### src/rtl/abvu_pkg.sv
`default_nettype none

package abvu_pkg;

    localparam int GRID_POINTS = 4096;
    localparam int FRAC_BITS   = 16;
    localparam int IDX_W       = $clog2(GRID_POINTS);
    localparam int COEF_W      = FRAC_BITS + 2;
    localparam int CFG_AW      = 3;

    localparam longint Q_ONE = longint'(1) << FRAC_BITS;

    localparam logic [COEF_W-1:0] K_3_2   = COEF_W'((3 * Q_ONE + 1) / 2);
    localparam logic [COEF_W-1:0] K_1_2   = COEF_W'((Q_ONE + 1) / 2);
    localparam logic [COEF_W-1:0] K_23_12 = COEF_W'((23 * Q_ONE + 6) / 12);
    localparam logic [COEF_W-1:0] K_4_3   = COEF_W'((4 * Q_ONE + 1) / 3);
    localparam logic [COEF_W-1:0] K_5_12  = COEF_W'((5 * Q_ONE + 6) / 12);

    localparam logic [1:0] PH_EULER = 2'd0;
    localparam logic [1:0] PH_AB2   = 2'd1;
    localparam logic [1:0] PH_AB3   = 2'd2;

    localparam logic CFG_VISC  = 1'b0;
    localparam logic CFG_TSTEP = 1'b1;

    localparam logic [30:0] VISC_RESET  = 31'd66;
    localparam logic [30:0] TSTEP_RESET = 31'd66;

    localparam logic signed [63:0] S32_MAX = 64'sd2147483647;
    localparam logic signed [63:0] S32_MIN = -64'sd2147483648;

    typedef struct packed {
        logic        [11:0] point_index;
        logic        [1:0]  step_phase;
        logic signed [31:0] vel_x;
        logic signed [31:0] vel_y;
        logic signed [31:0] vx_dx;
        logic signed [31:0] vx_dy;
        logic signed [31:0] vy_dx;
        logic signed [31:0] vy_dy;
        logic signed [31:0] vx_lap;
        logic signed [31:0] vy_lap;
        logic signed [31:0] force_x;
        logic signed [31:0] force_y;
    } pt_beat_t;

    typedef struct packed {
        logic signed [31:0] new_vel_x;
        logic signed [31:0] new_vel_y;
        logic               saturated;
    } upd_beat_t;

    typedef struct packed {
        logic [30:0] viscosity;
        logic [30:0] step_size;
    } cfg_t;

    typedef struct packed {
        logic               valid;
        logic [IDX_W-1:0]   idx;
        logic signed [31:0] last_x;
        logic signed [31:0] last_y;
        logic               wr_before;
        logic signed [31:0] before_x;
        logic signed [31:0] before_y;
    } hist_wr_t;

    typedef struct packed {
        logic signed [31:0] last_x;
        logic signed [31:0] last_y;
        logic signed [31:0] before_x;
        logic signed [31:0] before_y;
    } hist_rd_t;

    typedef struct packed {
        logic               sat;
        logic signed [31:0] val;
    } sat_t;

    function automatic sat_t sat32(input logic signed [63:0] v);
        sat_t r;
        if (v > S32_MAX)
        begin
            r.sat = 1'b1;
            r.val = 32'sh7FFFFFFF;
        end
        else if (v < S32_MIN)
        begin
            r.sat = 1'b1;
            r.val = 32'sh80000000;
        end
        else
        begin
            r.sat = 1'b0;
            r.val = v[31:0];
        end
        return r;
    endfunction

endpackage

`default_nettype wire

### src/rtl/abvu_cfg.sv
`default_nettype none

module abvu_cfg (
    input  wire logic                          clk,
    input  wire logic                          rst_n,
    input  wire logic                          psel,
    input  wire logic                          penable,
    input  wire logic                          pwrite,
    input  wire logic [abvu_pkg::CFG_AW-1:0]   paddr,
    input  wire logic [31:0]                   pwdata,
    output      logic [31:0]                   prdata,
    output      logic                          pready,
    output      abvu_pkg::cfg_t                cfg
);
    import abvu_pkg::*;

    cfg_t cfg_reg;
    cfg_t cfg_next;
    logic wr_en;

    assign pready = 1'b1;
    assign wr_en  = psel && penable && pwrite;

    always_comb
    begin
        cfg_next = cfg_reg;
        if (wr_en)
        begin
            unique case (paddr[2])
                CFG_VISC:  cfg_next.viscosity = pwdata[30:0];
                CFG_TSTEP: cfg_next.step_size = pwdata[30:0];
                default:   cfg_next = cfg_reg;
            endcase
        end
    end

    always_ff @(posedge clk or negedge rst_n)
    begin
        if (!rst_n)
        begin
            cfg_reg.viscosity <= VISC_RESET;
            cfg_reg.step_size <= TSTEP_RESET;
        end
        else
        begin
            cfg_reg <= cfg_next;
        end
    end

    always_comb
    begin
        unique case (paddr[2])
            CFG_VISC:  prdata = {1'b0, cfg_reg.viscosity};
            CFG_TSTEP: prdata = {1'b0, cfg_reg.step_size};
            default:   prdata = 32'd0;
        endcase
    end

    assign cfg = cfg_reg;

endmodule

`default_nettype wire

### config.mk
export PLATFORM = sky130hd
export DESIGN_NAME = abvu_cfg
export DESIGN_NICKNAME = d
export VERILOG_FILES = /design/src/rtl/abvu_pkg.sv /design/src/rtl/abvu_cfg.sv
export SDC_FILE = /design/constraint.sdc
export NUM_CORES = 1
export LEC_CHECK = 0
export CORE_ASPECT_RATIO = 0.9
export CORE_MARGIN = 5
export CORE_UTILIZATION = 55
export CTS_CLUSTER_DIAMETER = 30
export CTS_CLUSTER_SIZE = 28
export DETAILED_ROUTE_END_ITERATION = 10
export DONT_BUFFER_PORTS = 1
export HOLD_SLACK_MARGIN = 0.08
export PLACE_DENSITY = 0.81
export SETUP_SLACK_MARGIN = 0.05
export SLEW_MARGIN = 20
export SYNTH_ARGS = -nofsm -noshare
export SYNTH_HDL_FRONTEND = slang
export SYNTH_SLANG_ARGS = --single-unit
### constraint.sdc
create_clock -name clk -period 1.27 [get_ports clk]
set_input_delay 0.254 -clock clk [delete_from_list [all_inputs] [get_ports clk]]
set_output_delay 0.254 -clock clk [all_outputs]
set_load 0.005 [all_outputs]
==> results.md <==
| Result | This run |
| --- | --- |
| Run status | complete, but fails checks |
| Violations in the final reports | negative hold slack, negative setup slack |
| Overall die area | 6760 sq um |
| Number of buffers inserted during clock tree synthesis | 9 |
| Type of the setup path with the least slack | flip-flop to output port |
| Remaining DRCs | 0 |
| Antenna violation net count after detailed routing | 0 |
| Row count | 25 |
| Worst-case hold slack | -0.391 ns |
| Unrepaired setup endpoints after global routing | true |
| Max reg flops | 62 |
| Post-synthesis adder-cell area fraction | 0% |
| Net switching fraction of the power | 26.6% |
| Fill cell instance count of the final layout | 343 |
| CTS clk-pin slew, worst paths | 0.07 ns |
| GR peak layer | met2 |
| Simple-gate share of the synthesized area | 1.26% |
| Post-layout min period | 1.31 ns |
| Part of the total power dissipated in combinational logic | 19.3% |
| Post-Syn Area | 2870 sq um |
| Area used by multi-input combinational logic | 1290 sq um |
| Commonest non-fill, non-tap cell in the layout | sky130_fd_sc_hd__dfrtp_1 |
| Leading cell types by total area after synthesis | sky130_fd_sc_hd__dfrtp_1, sky130_fd_sc_hd__mux2_2, sky130_fd_sc_hd__mux2_4 |
| Cells after Synth | 171 |
| GR Layer Usage met2 | 33.4% |
| Cell breakdown of the critical path | mux2_4 |
| Static Leakage | 1.67 nW |
| Wire length of the first global-routing pass | 9930 um |
| Count of vias placed by the detailed router | 1601 |
| Number of instances in the placed design | 228 |
| Internal power of the cells | 4.24 mW |
| Met1 track demand over resource in global routing | 20.6% |
| Critical path buffers and inverters | 0 |
| Aggregate routed wire length | 6400 um |
| Kind of start point of the critical path | flip-flop |
| Sequential-to-total area share from yosys stat | 54.3% |
| Flops & latches, synth | 62 |
| Register-to-register setup slack | 0.43 ns |
| Nets | 243 |
| GRT Resource Usage Total | 19.4% |
| Overall die height | 78.5 um |
| Maximum level of the CTS H-tree | 3 |
| Chip Width | 86.1 um |
| Class of the tightest hold or removal check | input port to async pin |
| XOR/XNOR share of the synthesized area | 0% |
| Critical Path AT | 1.06 ns |
| Detailed Routing Iterations Pass 1 | 4 |
| Combinational family with the most area after synthesis | multiplexers |
| Length in cells of the worst reg-to-reg path | 1 |
| Count of input and output buffers | 0 |
| Number of pins exceeding their max-slew limit in the final report | 0 |
| Total non-filler cell area in the finished layout | 3480 sq um |
| Cell type contributing the most total cell area after synthesis | sky130_fd_sc_hd__dfrtp_1 |
| Fraction of layout cells with a size suffix above 1 | 54.8% |
| Setup violations, final | 31 |
| Crit path depth | 1 |
| Weighted congestion reported at the end of routability-driven placement | 0.733 |
| Floorplan core area | 5160 sq um |
| Number of buffers between clock root and the deepest sink | 2 |
| CTS tree | done |
| Element type at the critical path end | output port |
| Power spent charging and discharging nets | 1.54 mW |
| Maximum vdd drop | 1.01 mV |
| Yosys top cell area share | 50.6% |
| Placed inst area | 2880 sq um |
| Number of warnings issued by yosys | 0 |
| Slowest cell delay on critical path | 0.42 ns |
| Starting DRC count in detailed routing | 81 |
| Number of sinks on the clock net | 62 |
| Syn_nets | 211 |
| Area grow syn2layout | 21.2% |
| Setup slack after layout | -0.0428 ns |
| Vias in the first global route | 1852 |
| Part of the power in the clock network | 30.1% |
| Worst skew pair latency | 0.33 ns |
| Compound-Gate Fraction of Synth Area | 0% |
| CTS Root Buffer Type | sky130_fd_sc_hd__clkbuf_8 |
| Share of synthesized area spent on multiplexers | 40.4% |
| Quantity of hold-fixing buffers added after cts | 31 |
| Maximum net fanout on the critical path | 3 |
| Total I/O pin count | 135 |
| Count of endpoints failing hold in the final timing report | 62 |
| Routed WL per cell | 23.3 um |
| Post-synth cell types | 11 |
| Final Non-Filler Cells | 275 |
| Number of diodes added for antenna fixing | 0 |
| Max-capacitance violation count | 0 |
| Initial antenna violation count | 0 |
| Initial cell density of the core | 55.6% |
| Share of total power in sequential cells | 50.6% |
| Aggregate global routing overflow | 0 |
| Origin of the critical flop-to-flop path | cfg[4] |
| Family with the most delay on the worst path | flip-flops |
| Routed vias/inst | 5.82 |
| Pin count of the biggest net entering global routing | 63 |
| Clk_skew | 0 ns |
| Most frequent cells in the layout | sky130_fd_sc_hd__dfrtp_1, sky130_fd_sc_hd__mux2_4, sky130_fd_sc_hd__mux2_2 |
| Sequential Area | 1560 sq um |
| Met3 Resource Use GR | 8.60% |
| Critical path launch point | cfg[56] |
| Ratio of total power to cell area | 1660 nW/um^2 |
| Fin crit share | 103% |
| DP HPWL | 4020 um |
| Mean area per synthesized cell | 16.8 sq um |
| Data required time of the worst path | 1.02 ns |
| Critical Path Slowest Stage Cell | sky130_fd_sc_hd__dfrtp_1 |
| Upper clock frequency limit | 762 MHz |
synth_stat cells, drive strengths merged:
| cell | n |
|---|---|
| nand4b | 1 |
| conb | 2 |
| nand4 | 1 |
| dfstp | 4 |
| dfrtp | 58 |
| mux2 | 93 |
| buf | 12 |
cell families (layout without fill, tap and decap cells):
| kind of cell | after synthesis | count (layout) |
|---|---|---|
| AND/OR/NAND/NOR | 2 | 2 |
| multiplexers | 93 | 93 |
| flip-flops | 62 | 62 |
| buffers and inverters | 12 | 49 |
| other | 2 | 2 |
final cells by class:
cell class	instances	area share [%]
Multi-Input combinational cell	97	37.0
Sequential cell	62	44.8
Timing Repair Buffer	33	10.1
Clock buffer	12	4.46
Clock inverter	4	1.30
Tap cell	67	2.41
through the flow:
stage	power [mW]	utilization [%]	setup TNS [ns]	setup WS (ns)
floorplan	3.63	-	0	0.121
global placement	3.80	55.9	0	0.149
detailed placement	3.87	55.9	0	0.129
CTS	5.80	66.8	-1.42	-0.0616
global route	6.07	67.4	-2.28	-0.0896
finish	5.78	67.4	-0.764	-0.0428
power by group through the flow:
stage	registers, mW	clock network (mW)	logic, mW
floorplan	2.78	0	0.849
global placement	2.91	0	0.889
detailed placement	2.94	0	0.924
CTS	2.92	1.79	1.08
global route	2.99	1.89	1.19
finish	2.93	1.74	1.12
routing by layer:
| layer | up-vias | part of all wire, % |
|---|---|---|
| met2 | 89 | 53 |
| met3 | 10 | 9.7 |
| met1 | 830 | 36 |
| met4 | 0 | 1.2 |
| li1 | 672 | - |
| met5 | - | 0 |
worst paths after layout:
check | end
worst max-delay path | prdata[25]
worst min-delay path | cfg[8]
worst max register to register | cfg[4]
worst min register to register | cfg[3]
max in group asynchronous | cfg[37]
min in group clk | cfg[25]
repair_timing:
item,4_1_cts,5_1_grt
setup buffers,0,0
hold endpoints to repair,124,62
gates resized for setup,14,8
pin swaps,0,0
setup endpoints to repair,31,31
No activity file was read; power rests on OpenSTA's default activity.
